File: config.mk
export PLATFORM = sky130hd
export DESIGN_NAME = xml_tag_attribute_tokenizer_core
export DESIGN_NICKNAME = d
export VERILOG_FILES = /design/src/rtl/xtt_pkg.sv /design/src/rtl/xtt_front.sv /design/src/rtl/xtt_queue.sv /design/src/rtl/xtt_back.sv /design/src/rtl/xml_tag_attribute_tokenizer_core.sv
export SDC_FILE = /design/constraint.sdc
export NUM_CORES = 1
export LEC_CHECK = 0
export ABC_AREA = 1
export BUFFER_PORTS_ARGS = -buffer_cell sky130_fd_sc_hd__buf_2
export CORE_ASPECT_RATIO = 0.8
export CORE_MARGIN = 10
export CORE_UTILIZATION = 45
export DETAILED_ROUTE_END_ITERATION = 12
export PLACE_DENSITY = 0.69
export SLEW_MARGIN = 20
export SYNTH_ARGS = -nofsm -noshare
export SYNTH_HDL_FRONTEND = slang
export SYNTH_SLANG_ARGS = --single-unit
File: constraint.sdc
create_clock -name clk_i -period 6.3 [get_ports clk_i]
set_clock_uncertainty 0.15 [all_clocks]
set_input_delay 0.315 -clock clk_i [delete_from_list [all_inputs] [get_ports clk_i]]
set_output_delay 0.315 -clock clk_i [all_outputs]
set_load 0.005 [all_outputs]
File: src/rtl/xtt_pkg.sv
// ----------------------------------------------------------------------------
// xtt_pkg
// Shared types and constants of the XML tag and attribute tokenizer.
// ----------------------------------------------------------------------------
package xtt_pkg;

  // character codes the scanner looks for
  localparam logic [7:0] CH_LT     = 8'h3C;
  localparam logic [7:0] CH_GT     = 8'h3E;
  localparam logic [7:0] CH_SLASH  = 8'h2F;
  localparam logic [7:0] CH_EQ     = 8'h3D;
  localparam logic [7:0] CH_QMARK  = 8'h3F;
  localparam logic [7:0] CH_BANG   = 8'h21;
  localparam logic [7:0] CH_DQUOTE = 8'h22;
  localparam logic [7:0] CH_SQUOTE = 8'h27;
  localparam logic [7:0] CH_SPACE  = 8'h20;
  localparam logic [7:0] CH_TAB    = 8'h09;
  localparam logic [7:0] CH_CR     = 8'h0D;

  // byte classes
  localparam logic [2:0] CLS_TEXT  = 3'd0;
  localparam logic [2:0] CLS_ELEM  = 3'd1;
  localparam logic [2:0] CLS_ANAME = 3'd2;
  localparam logic [2:0] CLS_AVAL  = 3'd3;
  localparam logic [2:0] CLS_MARK  = 3'd4;
  localparam logic [2:0] CLS_BODY  = 3'd5;

  // tag kinds
  localparam logic [2:0] KIND_START = 3'd0;
  localparam logic [2:0] KIND_END   = 3'd1;
  localparam logic [2:0] KIND_SELF  = 3'd2;
  localparam logic [2:0] KIND_DECL  = 3'd3;
  localparam logic [2:0] KIND_COMM  = 3'd4;

  // error codes
  localparam logic [2:0] ERR_NONE       = 3'd0;
  localparam logic [2:0] ERR_EMPTY_NAME = 3'd1;
  localparam logic [2:0] ERR_NO_EQUALS  = 3'd2;
  localparam logic [2:0] ERR_QUOTE_OPEN = 3'd3;
  localparam logic [2:0] ERR_NO_VALUE   = 3'd4;
  localparam logic [2:0] ERR_EOF_IN_TAG = 3'd5;

  // character flags produced by the front classifier
  typedef struct packed {
    logic lt;
    logic gt;
    logic slash;
    logic eq;
    logic qmark;
    logic bang;
    logic ws;
    logic dquote;
    logic squote;
  } char_flags_t;

  // one classified item as it travels through the queue
  typedef struct packed {
    logic [7:0]  data;
    logic        last;
    char_flags_t flags;
  } tok_item_t;

endpackage

File: src/rtl/xtt_front.sv
// ----------------------------------------------------------------------------
// xtt_front
// Input side: takes stream bytes and decodes the characters the scanner needs.
// ----------------------------------------------------------------------------
module xtt_front import xtt_pkg::*; (
  input  logic       s_valid_i,
  input  logic [7:0] s_data_i,
  input  logic       s_last_i,
  output logic       s_ready_o,
  input  logic       q_full_i,
  output logic       push_o,
  output tok_item_t  item_o
);

  // accept whenever the queue has room
  assign s_ready_o = ~q_full_i;
  assign push_o    = s_valid_i & ~q_full_i;

  // character decode
  always_comb begin
    item_o.data         = s_data_i;
    item_o.last         = s_last_i;
    item_o.flags.lt     = (s_data_i == CH_LT);
    item_o.flags.gt     = (s_data_i == CH_GT);
    item_o.flags.slash  = (s_data_i == CH_SLASH);
    item_o.flags.eq     = (s_data_i == CH_EQ);
    item_o.flags.qmark  = (s_data_i == CH_QMARK);
    item_o.flags.bang   = (s_data_i == CH_BANG);
    item_o.flags.dquote = (s_data_i == CH_DQUOTE);
    item_o.flags.squote = (s_data_i == CH_SQUOTE);
    item_o.flags.ws     = (s_data_i == CH_SPACE) ||
                          ((s_data_i >= CH_TAB) && (s_data_i <= CH_CR));
  end

endmodule

File: src/rtl/xtt_queue.sv
// ----------------------------------------------------------------------------
// xtt_queue
// Short FIFO of classified items between the front and the scanner.
// ----------------------------------------------------------------------------
module xtt_queue import xtt_pkg::*; #(
  parameter int Depth = 4
) (
  input  logic      clk_i,
  input  logic      rst_ni,
  input  logic      push_i,
  input  tok_item_t item_i,
  output logic      full_o,
  input  logic      pop_i,
  output logic      valid_o,
  output tok_item_t item_o
);

  localparam int AW = (Depth > 1) ? $clog2(Depth) : 1;
  localparam int CW = $clog2(Depth + 1);
  localparam logic [AW-1:0] LastIdx = AW'(Depth - 1);
  localparam logic [CW-1:0] Full    = CW'(Depth);

  tok_item_t     mem_q [Depth];
  logic [AW-1:0] wr_ptr_q, rd_ptr_q;
  logic [CW-1:0] count_q;

  assign full_o  = (count_q == Full);
  assign valid_o = (count_q != '0);
  assign item_o  = mem_q[rd_ptr_q];

  // storage
  always_ff @(posedge clk_i) begin
    if (push_i) begin
      mem_q[wr_ptr_q] <= item_i;
    end
  end

  // pointers and fill count
  always_ff @(posedge clk_i or negedge rst_ni) begin
    if (!rst_ni) begin
      wr_ptr_q <= '0;
      rd_ptr_q <= '0;
      count_q  <= '0;
    end else begin
      if (push_i) begin
        wr_ptr_q <= (wr_ptr_q == LastIdx) ? '0 : wr_ptr_q + 1'b1;
      end
      if (pop_i) begin
        rd_ptr_q <= (rd_ptr_q == LastIdx) ? '0 : rd_ptr_q + 1'b1;
      end
      if (push_i && !pop_i) begin
        count_q <= count_q + 1'b1;
      end else if (pop_i && !push_i) begin
        count_q <= count_q - 1'b1;
      end
    end
  end

endmodule

File: src/rtl/xtt_back.sv
// ----------------------------------------------------------------------------
// xtt_back
// Scanner state machine: labels each byte and drives the output register.
// ----------------------------------------------------------------------------
module xtt_back import xtt_pkg::*; (
  input  logic       clk_i,
  input  logic       rst_ni,
  input  logic       q_valid_i,
  input  tok_item_t  item_i,
  output logic       pop_o,
  output logic       m_valid_o,
  input  logic       m_ready_i,
  output logic [7:0] out_byte_o,
  output logic [2:0] byte_class_o,
  output logic       token_first_o,
  output logic       tag_done_o,
  output logic [2:0] tag_kind_o,
  output logic [2:0] error_code_o
);

  typedef enum logic [3:0] {
    ST_TEXT_IDLE  = 4'd0,
    ST_TEXT_RUN   = 4'd1,
    ST_TAG_OPEN   = 4'd2,
    ST_END_NAME   = 4'd3,
    ST_ELEM_NAME  = 4'd4,
    ST_BODY       = 4'd5,
    ST_ATTR_WS    = 4'd6,
    ST_ATTR_SLASH = 4'd7,
    ST_ATTR_NAME  = 4'd8,
    ST_ATTR_SEEK  = 4'd9,
    ST_VAL_FIRST  = 4'd10,
    ST_VAL        = 4'd11
  } state_e;

  state_e      state_q, state_d;
  logic        quote_single_q, quote_single_d;
  logic        equals_seen_q, equals_seen_d;
  logic [2:0]  tag_kind_q, tag_kind_d;
  logic [2:0]  sticky_q, sticky_d;

  logic        out_valid_q;
  logic [7:0]  out_byte_q;
  logic [2:0]  out_class_q, out_kind_q, out_err_q;
  logic        out_first_q, out_done_q;

  logic        quote_match;
  logic [2:0]  cls, kind, err;
  logic        first, done;
  char_flags_t f;

  assign f     = item_i.flags;
  assign pop_o = q_valid_i & (~out_valid_q | m_ready_i);

  // next state and result of the byte at the queue head
  always_comb begin
    state_d        = state_q;
    quote_single_d = quote_single_q;
    equals_seen_d  = equals_seen_q;
    tag_kind_d     = tag_kind_q;
    sticky_d       = sticky_q;
    cls            = CLS_MARK;
    first          = 1'b0;
    done           = 1'b0;
    kind           = KIND_START;
    err            = ERR_NONE;
    quote_match    = quote_single_q ? f.squote : f.dquote;

    if (sticky_q != ERR_NONE) begin
      err = sticky_q;
    end else begin
      unique case (state_q)
        ST_TAG_OPEN: begin
          if (f.slash) begin
            tag_kind_d = KIND_END;
            state_d    = ST_END_NAME;
          end else if (f.qmark) begin
            tag_kind_d = KIND_DECL;
            state_d    = ST_BODY;
          end else if (f.bang) begin
            tag_kind_d = KIND_COMM;
            state_d    = ST_BODY;
          end else if (f.gt || f.ws) begin
            err = ERR_EMPTY_NAME;
          end else begin
            tag_kind_d = KIND_START;
            cls        = CLS_ELEM;
            first      = 1'b1;
            state_d    = ST_ELEM_NAME;
          end
        end
        ST_END_NAME: begin
          if (f.gt || f.slash || f.ws) begin
            err = ERR_EMPTY_NAME;
          end else begin
            cls     = CLS_ELEM;
            first   = 1'b1;
            state_d = ST_ELEM_NAME;
          end
        end
        ST_ELEM_NAME: begin
          if (f.gt) begin
            done = 1'b1;
            kind = tag_kind_q;
          end else if (f.slash) begin
            state_d = ST_ATTR_SLASH;
          end else if (f.ws) begin
            state_d = ST_ATTR_WS;
          end else begin
            cls = CLS_ELEM;
          end
        end
        ST_BODY: begin
          if (f.gt) begin
            done = 1'b1;
            kind = tag_kind_q;
          end else begin
            cls = CLS_BODY;
          end
        end
        ST_ATTR_WS: begin
          if (f.gt) begin
            done = 1'b1;
            kind = tag_kind_q;
          end else if (f.slash) begin
            state_d = ST_ATTR_SLASH;
          end else if (!f.ws) begin
            cls           = CLS_ANAME;
            first         = 1'b1;
            equals_seen_d = 1'b0;
            state_d       = ST_ATTR_NAME;
          end
        end
        ST_ATTR_SLASH: begin
          equals_seen_d = 1'b0;
          if (f.gt) begin
            done = 1'b1;
            kind = (tag_kind_q == KIND_START) ? KIND_SELF : tag_kind_q;
          end else if (f.ws) begin
            state_d = ST_ATTR_SEEK;
          end else if (f.eq) begin
            equals_seen_d = 1'b1;
            state_d       = ST_ATTR_SEEK;
          end else begin
            cls     = CLS_ANAME;
            first   = 1'b1;
            state_d = ST_ATTR_NAME;
          end
        end
        ST_ATTR_NAME: begin
          if (f.gt) begin
            err = ERR_NO_VALUE;
          end else if (f.ws) begin
            state_d = ST_ATTR_SEEK;
          end else if (f.eq) begin
            equals_seen_d = 1'b1;
            state_d       = ST_ATTR_SEEK;
          end else begin
            cls = CLS_ANAME;
          end
        end
        ST_ATTR_SEEK: begin
          if (f.gt) begin
            err = ERR_NO_VALUE;
          end else if (f.dquote || f.squote) begin
            if (!equals_seen_q) begin
              err = ERR_NO_EQUALS;
            end else begin
              quote_single_d = f.squote;
              state_d        = ST_VAL_FIRST;
            end
          end else if (f.eq) begin
            equals_seen_d = 1'b1;
          end
        end
        ST_VAL_FIRST, ST_VAL: begin
          if (quote_match) begin
            state_d = ST_ATTR_WS;
          end else if (f.gt) begin
            err = ERR_QUOTE_OPEN;
          end else begin
            cls     = CLS_AVAL;
            first   = (state_q == ST_VAL_FIRST);
            state_d = ST_VAL;
          end
        end
        // text, with or without a run started
        default: begin
          if (f.lt) begin
            state_d       = ST_TAG_OPEN;
            equals_seen_d = 1'b0;
          end else begin
            cls     = CLS_TEXT;
            first   = (state_q != ST_TEXT_RUN);
            state_d = ST_TEXT_RUN;
          end
        end
      endcase

      if (done) begin
        state_d = ST_TEXT_IDLE;
      end
      // stream ends while a tag is still open
      if ((err == ERR_NONE) && item_i.last &&
          (state_d != ST_TEXT_IDLE) && (state_d != ST_TEXT_RUN)) begin
        err = ERR_EOF_IN_TAG;
      end
      if (err != ERR_NONE) begin
        sticky_d = err;
      end
    end

    // error result masks the labels
    if (err != ERR_NONE) begin
      cls   = CLS_TEXT;
      first = 1'b0;
      done  = 1'b0;
      kind  = KIND_START;
    end

    // last byte: a new stream starts clean
    if (item_i.last) begin
      state_d        = ST_TEXT_IDLE;
      quote_single_d = 1'b0;
      equals_seen_d  = 1'b0;
      tag_kind_d     = KIND_START;
      sticky_d       = ERR_NONE;
    end
  end

  // scanner state and output register
  always_ff @(posedge clk_i or negedge rst_ni) begin
    if (!rst_ni) begin
      state_q        <= ST_TEXT_IDLE;
      quote_single_q <= 1'b0;
      equals_seen_q  <= 1'b0;
      tag_kind_q     <= KIND_START;
      sticky_q       <= ERR_NONE;
      out_valid_q    <= 1'b0;
      out_byte_q     <= '0;
      out_class_q    <= CLS_TEXT;
      out_first_q    <= 1'b0;
      out_done_q     <= 1'b0;
      out_kind_q     <= KIND_START;
      out_err_q      <= ERR_NONE;
    end else begin
      out_valid_q <= pop_o | (out_valid_q & ~m_ready_i);
      if (pop_o) begin
        state_q        <= state_d;
        quote_single_q <= quote_single_d;
        equals_seen_q  <= equals_seen_d;
        tag_kind_q     <= tag_kind_d;
        sticky_q       <= sticky_d;
        out_byte_q     <= item_i.data;
        out_class_q    <= cls;
        out_first_q    <= first;
        out_done_q     <= done;
        out_kind_q     <= kind;
        out_err_q      <= err;
      end
    end
  end

  assign m_valid_o     = out_valid_q;
  assign out_byte_o    = out_byte_q;
  assign byte_class_o  = out_class_q;
  assign token_first_o = out_first_q;
  assign tag_done_o    = out_done_q;
  assign tag_kind_o    = out_kind_q;
  assign error_code_o  = out_err_q;

endmodule

File: src/rtl/xml_tag_attribute_tokenizer_core.sv
// An accepted byte is written into the queue, then into the output register, before it reaches the output.
// Throughput: one byte per cycle while the output is taken, set by the update of the scanner state machine.
// The input queue lets input accept bytes while an output item waits to be taken.
// Reset: asynchronous, active low; clears the queue, the output register and all scanner
// state (text state, no tag open, no error).
// ----------------------------------------------------------------------------
// xml_tag_attribute_tokenizer_core
// XML tag and attribute tokenizer: labels every byte and reports tags and errors.
// ----------------------------------------------------------------------------
module xml_tag_attribute_tokenizer_core import xtt_pkg::*; #(
  parameter int QueueDepth = 4
) (
  input  logic        clk_i,
  input  logic        rst_ni,
  input  logic        s_axis_tvalid,
  output logic        s_axis_tready,
  input  logic [7:0]  s_axis_tdata,   // [7:0] in_byte
  input  logic        s_axis_tlast,   // stream_end
  output logic        m_axis_tvalid,
  input  logic        m_axis_tready,
  output logic [15:0] m_axis_tdata,   // [7:0] out_byte, [8] token_first, [11:9] error_code
  output logic [5:0]  m_axis_tuser,   // [2:0] byte_class, [5:3] tag_kind
  output logic        m_axis_tlast    // tag_done
);

  tok_item_t  front_item, head_item;
  logic       push, q_full, q_valid, pop;
  logic [7:0] out_byte;
  logic [2:0] byte_class, tag_kind, error_code;
  logic       token_first, tag_done;

  // input decode
  xtt_front u_front (
    .s_valid_i (s_axis_tvalid),
    .s_data_i  (s_axis_tdata),
    .s_last_i  (s_axis_tlast),
    .s_ready_o (s_axis_tready),
    .q_full_i  (q_full),
    .push_o    (push),
    .item_o    (front_item)
  );

  // decoupling queue
  xtt_queue #(
    .Depth (QueueDepth)
  ) u_queue (
    .clk_i   (clk_i),
    .rst_ni  (rst_ni),
    .push_i  (push),
    .item_i  (front_item),
    .full_o  (q_full),
    .pop_i   (pop),
    .valid_o (q_valid),
    .item_o  (head_item)
  );

  // scanner and output register
  xtt_back u_back (
    .clk_i         (clk_i),
    .rst_ni        (rst_ni),
    .q_valid_i     (q_valid),
    .item_i        (head_item),
    .pop_o         (pop),
    .m_valid_o     (m_axis_tvalid),
    .m_ready_i     (m_axis_tready),
    .out_byte_o    (out_byte),
    .byte_class_o  (byte_class),
    .token_first_o (token_first),
    .tag_done_o    (tag_done),
    .tag_kind_o    (tag_kind),
    .error_code_o  (error_code)
  );

  // output packing
  assign m_axis_tdata = {4'b0000, error_code, token_first, out_byte};
  assign m_axis_tuser = {tag_kind, byte_class};
  assign m_axis_tlast = tag_done;

`ifndef SYNTH
  // an error item carries no labels
  assert property (@(posedge clk_i) disable iff (!rst_ni)
    (m_axis_tvalid && (error_code != ERR_NONE)) |->
      ((byte_class == CLS_TEXT) && !token_first && !tag_done && (tag_kind == KIND_START)))
    else $error("error item carries labels");

  // a tag kind other than start only comes with a finished tag
  assert property (@(posedge clk_i) disable iff (!rst_ni)
    (m_axis_tvalid && !tag_done) |-> (tag_kind == KIND_START))
    else $error("tag kind without tag end");

  // a tag ends only on a closing angle bracket
  assert property (@(posedge clk_i) disable iff (!rst_ni)
    (m_axis_tvalid && tag_done) |-> (out_byte == CH_GT))
    else $error("tag end on a byte other than '>'");
`endif

endmodule
==> impl_results.md, run 1 <==
* # diodes at 0
* Synth area leaders: edfxtp_1 (41%), dfrtp_1 (18%), nand2_1 (8.3%)
* GRT Total Usage at 0.144
* Multi-input gate area at 1860 µm²
* CTS tree: yes
* Avg Inst Size Synth at ~9.7 µm²
* Drt wl/cell at approximately 17 µm
* Initial DRC Count at about 450
* Fill cell count at between 1000 and 1500
* Routed WL at 12200 µm
* Worst Path Max Fanout at 39
* Slew Limit Fails at 0
* Placer congestion estimate at approximately 1
* DP Area at 5600 µm²
* Placed cells at 722
* Most frequent cells in the layout: nand2_1 (118), nor2_1 (80), edfxtp_1 (72), inv_1 (43), o21ai_0 (41)
* CTS HTree Levels at 3
* Root buf cell: clkbuf_16
* Setup-failing EPs final at 0
* Sequential area share after synthesis at 0.589
* Mapped cell area at between 5000 and 6000 µm²
* Met3 routed wirelength at just over 800 µm
* Max layer used: met4
* Final core occ at 0.510
* Post-route DRC violation count at 0
* Total CTS buffers at 9
* Layout cells sized above 1 at 0.152
* Worst setup EP type: flop
* CP Launch Type: flop
* Met1 WL at 5510 µm
* Core area at approximately 12000 µm²
* Place WS at between 3000 and 4000 ps
* Yosys top cell by area: edfxtp_1
* Max rail drop VDD at around 0.28 mV
* Synthesis-to-finish area growth at 10.7%
* Reg2reg start: u_queue.rd_ptr_q[0]
* Die H at between 100 and 150 µm
* FF+latch count, synth at between 100 and 150
* Ys flop type: edfxtp_1
* Cells after Synth at ~550
* Most common cell after layout, fill and taps aside: nand2_1
* Crit path kind: flop to flop
* Number of flops mapped to enable cells by yosys at approximately 70
* Initial cell density of the core at 0.461
* Critical hold path startpoint: s_axis_tlast
* Crit path time final at about 3200 ps
* Clock tree sinks at approximately 110
* Final count of hold timing violations at 0
* CP max stage cell: buf_4
* DRT antenna net count at 0
* Pwr Total at 2.69 mW
* Power Density at between 400 and 500 nW/µm²
* Cts repair resizes at 0
* Post-synth cell types at 44
* Cell mode on critical path: nand2_1
* Final Cycle Share at 0.501
* Relative slew slack at 0.383
* Peak Freq at about 320 MHz
* Fin nets at slightly above 600
* Placed wire-length estimate at roughly 8500 µm
* Port bufs at 33
* Setup ws final at between 3000 and 4000 ps
* Required time of the critical path at 6440 ps
* Largest net degree at the start of global routing at 40
* Vias/cell at about 5.4
* Non-Filler Instances at roughly 740
* Initial antenna violation count at 0
* Synth warnings at 0
* Worst path arrival time at 3300 ps
* Grt ovf at 0
* LEAKAGE at roughly 2.5 nW
* Maxcap violations at 0
* Setup tns final at 0 ps
* RSZ-0062 raised after global routing: no
* Cell-by-cell trace of the critical path: buf_4, inv_2, nand2_1, nand3_2, nand2_2, nand3_4, nand2_2, nand3_1, nor2_1, nand3_1, nand2_1, nand3_1, nand2_1, nand2_1, nand2_1, nand2_1, nor2_2, nand2_1, nand2_1
* Vias in the first global route at around 3800
* Synth top area share at 0.406
* Vias at 3979
* FF/Latch Area at ~3100 µm²
* CP peak stage delay at approximately 370 ps
* Die ar. at 16600 µm²
* Worst Setup SP: u_queue.rd_ptr_q[0]
* Post-route design area at around 5900 µm²
* Clock Latency Late Sink at between 300 and 400 ps
* Hold Slack at between 40 and 50 ps
* Ys async rst share at 0.351
* Status: complete, no violations
* Hold Crit Class: input port to flop
* Actual slew at the worst max-slew pin at slightly above 900 ps
* Maximum clock path buffer count at 2
* DRT Pass-1 Iters at 5
* Io pins at 38
* Die X at approximately 140 µm
* Clock Pin Slew Worst Setup and Hold Paths at 80 ps
* Cell Rows at 35
* First-pass GRT wire length at slightly below 20000 µm
* Metal2 WL at roughly 5700 µm
[sequential cells by signal, summed over array words and instances (netlist names)]
name and flops:
u_queue.count_q 3, u_queue.mem_q 72, u_queue.wr_ptr_q 2, u_back.tag_kind_o 3, u_back.token_first_o 1, u_back.tag_done_o 1, u_back.quote_single_q 1, u_back.sticky_q 3
u_back.state_q 4, u_back.out_byte_o 8, u_back.equals_seen_q 1, u_back.error_code_o 3, u_back.byte_class_o 3, u_queue.rd_ptr_q 2, u_back.tag_kind_q 3, u_back.m_valid_o 1
[cells in the mapped netlist (3+ instances only)]
library cell / number
nand3_1: 33
nand2_2: 9
dfrtp_1: 39
edfxtp_1: 72
buf_6: 6
ha_1: 6
o22ai_1: 5
a21oi_1: 5
nor4_1: 3
inv_2: 9
inv_1: 43
clkbuf_1: 7
o21ai_0: 41
a32o_1: 3
nand2_1: 118
o41ai_1: 4
buf_4: 5
nor2_2: 6
nand3_2: 3
nor2_1: 80
a31oi_1: 12
nor3_1: 12
nand4_1: 3
[report_power, final]
group	switching [mW]	internal [mW]	total, mW
Clock	0.276	0.280	0.556
Sequential	0.107	0.964	1.07
Combinational	0.738	0.325	1.06
Total	1.12	1.57	2.69
[layout make-up]
type | count | area share
Clock buffer | 10 | 0.0388
Clock inverter | 6 | 0.0108
Inverter | 53 | 0.0342
Multi-Input combinational cell | 371 | 0.315
Sequential cell | 111 | 0.532
Tap cell | 148 | 0.0314
Timing Repair Buffer | 40 | 0.0373
[worst paths after layout]
kind	end	slack [ps]	cells after the start
setup / recovery	u_back.byte_class_o[1]	3140	19
hold / removal	u_queue.mem_q[2][9]	40	1
setup reg to reg	u_back.byte_class_o[1]	3140	19
hold reg to reg	u_back.tag_done_o	330	2
max in group asynchronous	u_back.out_byte_o[1]	4930	2
min in group asynchronous	u_back.tag_done_o	490	2
[metal layers]
metal,vias up,GRT usage
met5,-,0
met4,0,0.0421
met3,17,0.0367
met2,136,0.226
met1,1887,0.190
li1,1939,-
[cell families (layout without fill, tap and decap cells)]
logic type                 after synthesis  after routing  share of synthesized area
DFF                                    111            111                      0.589
other                                    1              4                   0.000704
AOI/OAI and AO/OA                       85             85                     0.0988
muxes                                    1              1                    0.00211
adders and majority gates                7              7                     0.0178
buffers and inverters                   73            109                     0.0641
and+or+nand+nor                        272            272                      0.224
xor gates and xnor gates                 2              2                    0.00329
[critical path: cells and delay by family, from the launching register on]
family	cells	cell delay, ps
DFF	1	320
buffers and inverters	2	720
and+or+nand+nor	17	1890
[timing repair]
action	in CTS	in global routing
buffers inserted	0	0
hold buffers	1	0
endpoints found under the setup margin	0	0
endpoints found under the hold margin	38	0
Power figures use the tool's default switching activity.
==> run 2: changes to the inputs <==
==> constraint.sdc (replaced) <==
create_clock -name clk_i -period 3.1 [get_ports clk_i]
set_clock_uncertainty 0.15 [all_clocks]
set_input_delay 0.155 -clock clk_i [delete_from_list [all_inputs] [get_ports clk_i]]
set_output_delay 0.155 -clock clk_i [all_outputs]
set_load 0.005 [all_outputs]
==> impl_results.md, run 2 (same netlist as run 1, synthesis figures left out) <==
* Status: complete, no violations (unchanged)
* Reg2reg start: u_queue.rd_ptr_q[0] (unchanged)
* Maxcap violations at 0 (unchanged)
* Layout cells sized above 1 at 0.158 (was 0.152)
* Synthesis-to-finish area growth at 13.2% (was 10.7%)
* Required time of the critical path at 3240 ps (was 6440 ps)
* Largest net degree at the start of global routing at 40 (unchanged)
* Setup-failing EPs final at 0 (unchanged)
* Die H at 117 µm (unchanged)
* Die ar. at 16600 µm² (unchanged)
* DRT antenna net count at 0 (unchanged)
* CTS tree: yes (unchanged)
* Post-route design area at 6030 µm² (was 5900 µm²)
* Vias at 4013 (was 3979)
* Initial cell density of the core at 0.461 (unchanged)
* Total CTS buffers at 9 (unchanged)
* Critical hold path startpoint: s_axis_tvalid (was s_axis_tlast)
* Clock Latency Late Sink at 350 ps (about the same)
* Core area at 11600 µm² (unchanged)
* Root buf cell: clkbuf_16 (unchanged)
* Initial antenna violation count at 0 (unchanged)
* DRT Pass-1 Iters at 5 (unchanged)
* Final count of hold timing violations at 0 (unchanged)
* Setup tns final at 0 ps (unchanged)
* Fin nets at 622 (was 606)
* Actual slew at the worst max-slew pin at 934 ps (was 926 ps)
* # diodes at 0 (unchanged)
* Hold Crit Class: input port to flop (unchanged)
* Grt ovf at 0 (unchanged)
* GRT Total Usage at 0.152 (was 0.144)
* Clock Pin Slew Worst Setup and Hold Paths at 70 ps (was 80 ps)
* Port bufs at 33 (unchanged)
* Relative slew slack at 0.377 (was 0.383)
* Worst Setup SP: u_queue.rd_ptr_q[0] (unchanged)
* Initial DRC Count at 403 (was 446)
* First-pass GRT wire length at 20700 µm (was 19400 µm)
* Crit path kind: flop to flop (unchanged)
* Most frequent cells in the layout: nand2_1 (118), nor2_1 (80), edfxtp_1 (72), inv_1 (43), o21ai_0 (41) (unchanged)
* Io pins at 38 (unchanged)
* Worst path arrival time at 2840 ps (was 3300 ps)
* CTS HTree Levels at 3 (unchanged)
* Worst Path Max Fanout at 23 (was 39)
* Clock tree sinks at 111 (unchanged)
* Worst setup EP type: flop (unchanged)
* Final Cycle Share at 0.873 (was 0.501)
* Placer congestion estimate at 1.01 (was 0.984)
* Cts repair resizes at 0 (unchanged)
* Crit path time final at 2710 ps (was 3160 ps)
* Maximum clock path buffer count at 2 (unchanged)
* Max rail drop VDD at 0.504 mV (was 0.278 mV)
* RSZ-0062 raised after global routing: no (unchanged)
* Peak Freq at 369 MHz (was 317 MHz)
* Hold Slack at 177 ps (was 42.0 ps)
* Drt wl/cell at 16.7 µm (was 16.6 µm)
* Vias in the first global route at 3986 (was 3765)
* Pwr Total at 5.50 mW (was 2.69 mW)
* Biggest register: u_queue.mem_q (unchanged)
* Vias/cell at 5.32 (was 5.38)
* CP Launch Type: flop (unchanged)
* LEAKAGE at 2.53 nW (was 2.46 nW)
* Placed wire-length estimate at 8760 µm (was 8510 µm)
* DP Area at 5640 µm² (was 5600 µm²)
* Max reg flops at 72 (unchanged)
* Power Density at 911 nW/µm² (was 456 nW/µm²)
* Die X at 142 µm (unchanged)
* Cell Rows at 35 (unchanged)
* Routed WL at 12600 µm (was 12200 µm)
* Post-route DRC violation count at 0 (unchanged)
* Slew Limit Fails at 0 (unchanged)
* Most common cell after layout, fill and taps aside: nand2_1 (unchanged)
run 2: cell count changes in the layout (fill, tap and decap cells not counted):
cell           before  now
dlygate4sd3_1       1   11
clkinv_4            1    2
inv_6               1    0
clkinv_2            0    1
inv_8               2    1
buf_4               6   12
clkbuf_1            1    0
run 2: final cells by class:
cell class	count	area, µm²
clock inverter	6	57.6
fill	1060	5530
clock buffer	9	225
sequential	111	3140
tap	148	185
timing repair buffer	56	365
multi-input combinational	371	1860
inverter	53	201
run 2: per-stage QoR:
step,setup WS [ps],instances,utilization
after floorplan,712,555,-
after global placement,495,728,0.488
after detailed placement,433,728,0.488
after CTS,390,754,0.522
after global routing,146,754,0.522
final,393,754,0.522
run 2: timing repair:
action | in CTS | in global routing
setup buffers | 0 | 0
endpoints found under the setup margin | 0 | 0
hold buffers | 11 | 0
hold endpoints to repair | 76 | 0
run 2: power breakdown:
group          internal (mW)  switching [mW]  leakage (nW)
clock network          0.555           0.534         0.136
registers               1.96           0.176          1.14
logic                  0.704            1.57          1.25
total                   3.22            2.28          2.53
run 2: critical path: stages (launching register included):
cell     delay, ps
dfrtp_1        410
inv_2          320
nand2_1        140
nand3_2         90
nand2_2        190
nand4_1        240
nand2_1         70
nor2_1         130
nand3_1        110
nand2_1        110
nand3_1         80
nand2_1         80
nand2_1         70
nand2_1         90
nand3_1         90
nor2_2         160
nand2_1         80
nand2_1         60
run 2: metal layers:
layer,up-vias,global-route usage,wire (µm)
met3,20,0.0379,723
met1,1891,0.198,5720
li1,1972,-,-
met2,130,0.245,5940
met4,0,0.0440,233
met5,-,0,0
run 2: worst paths after layout:
| kind | endpoint | slack, ps | cells after the start |
|---|---|---|---|
| hold reg to reg | u_back.error_code_o[1] | 330 | 2 |
| setup / recovery | u_back.token_first_o | 390 | 17 |
| min in group asynchronous | u_back.tag_done_o | 350 | 2 |
| hold / removal | u_queue.wr_ptr_q[1] | 180 | 4 |
| setup reg to reg | u_back.token_first_o | 390 | 17 |
| max in group asynchronous | u_back.quote_single_q | 1870 | 2 |
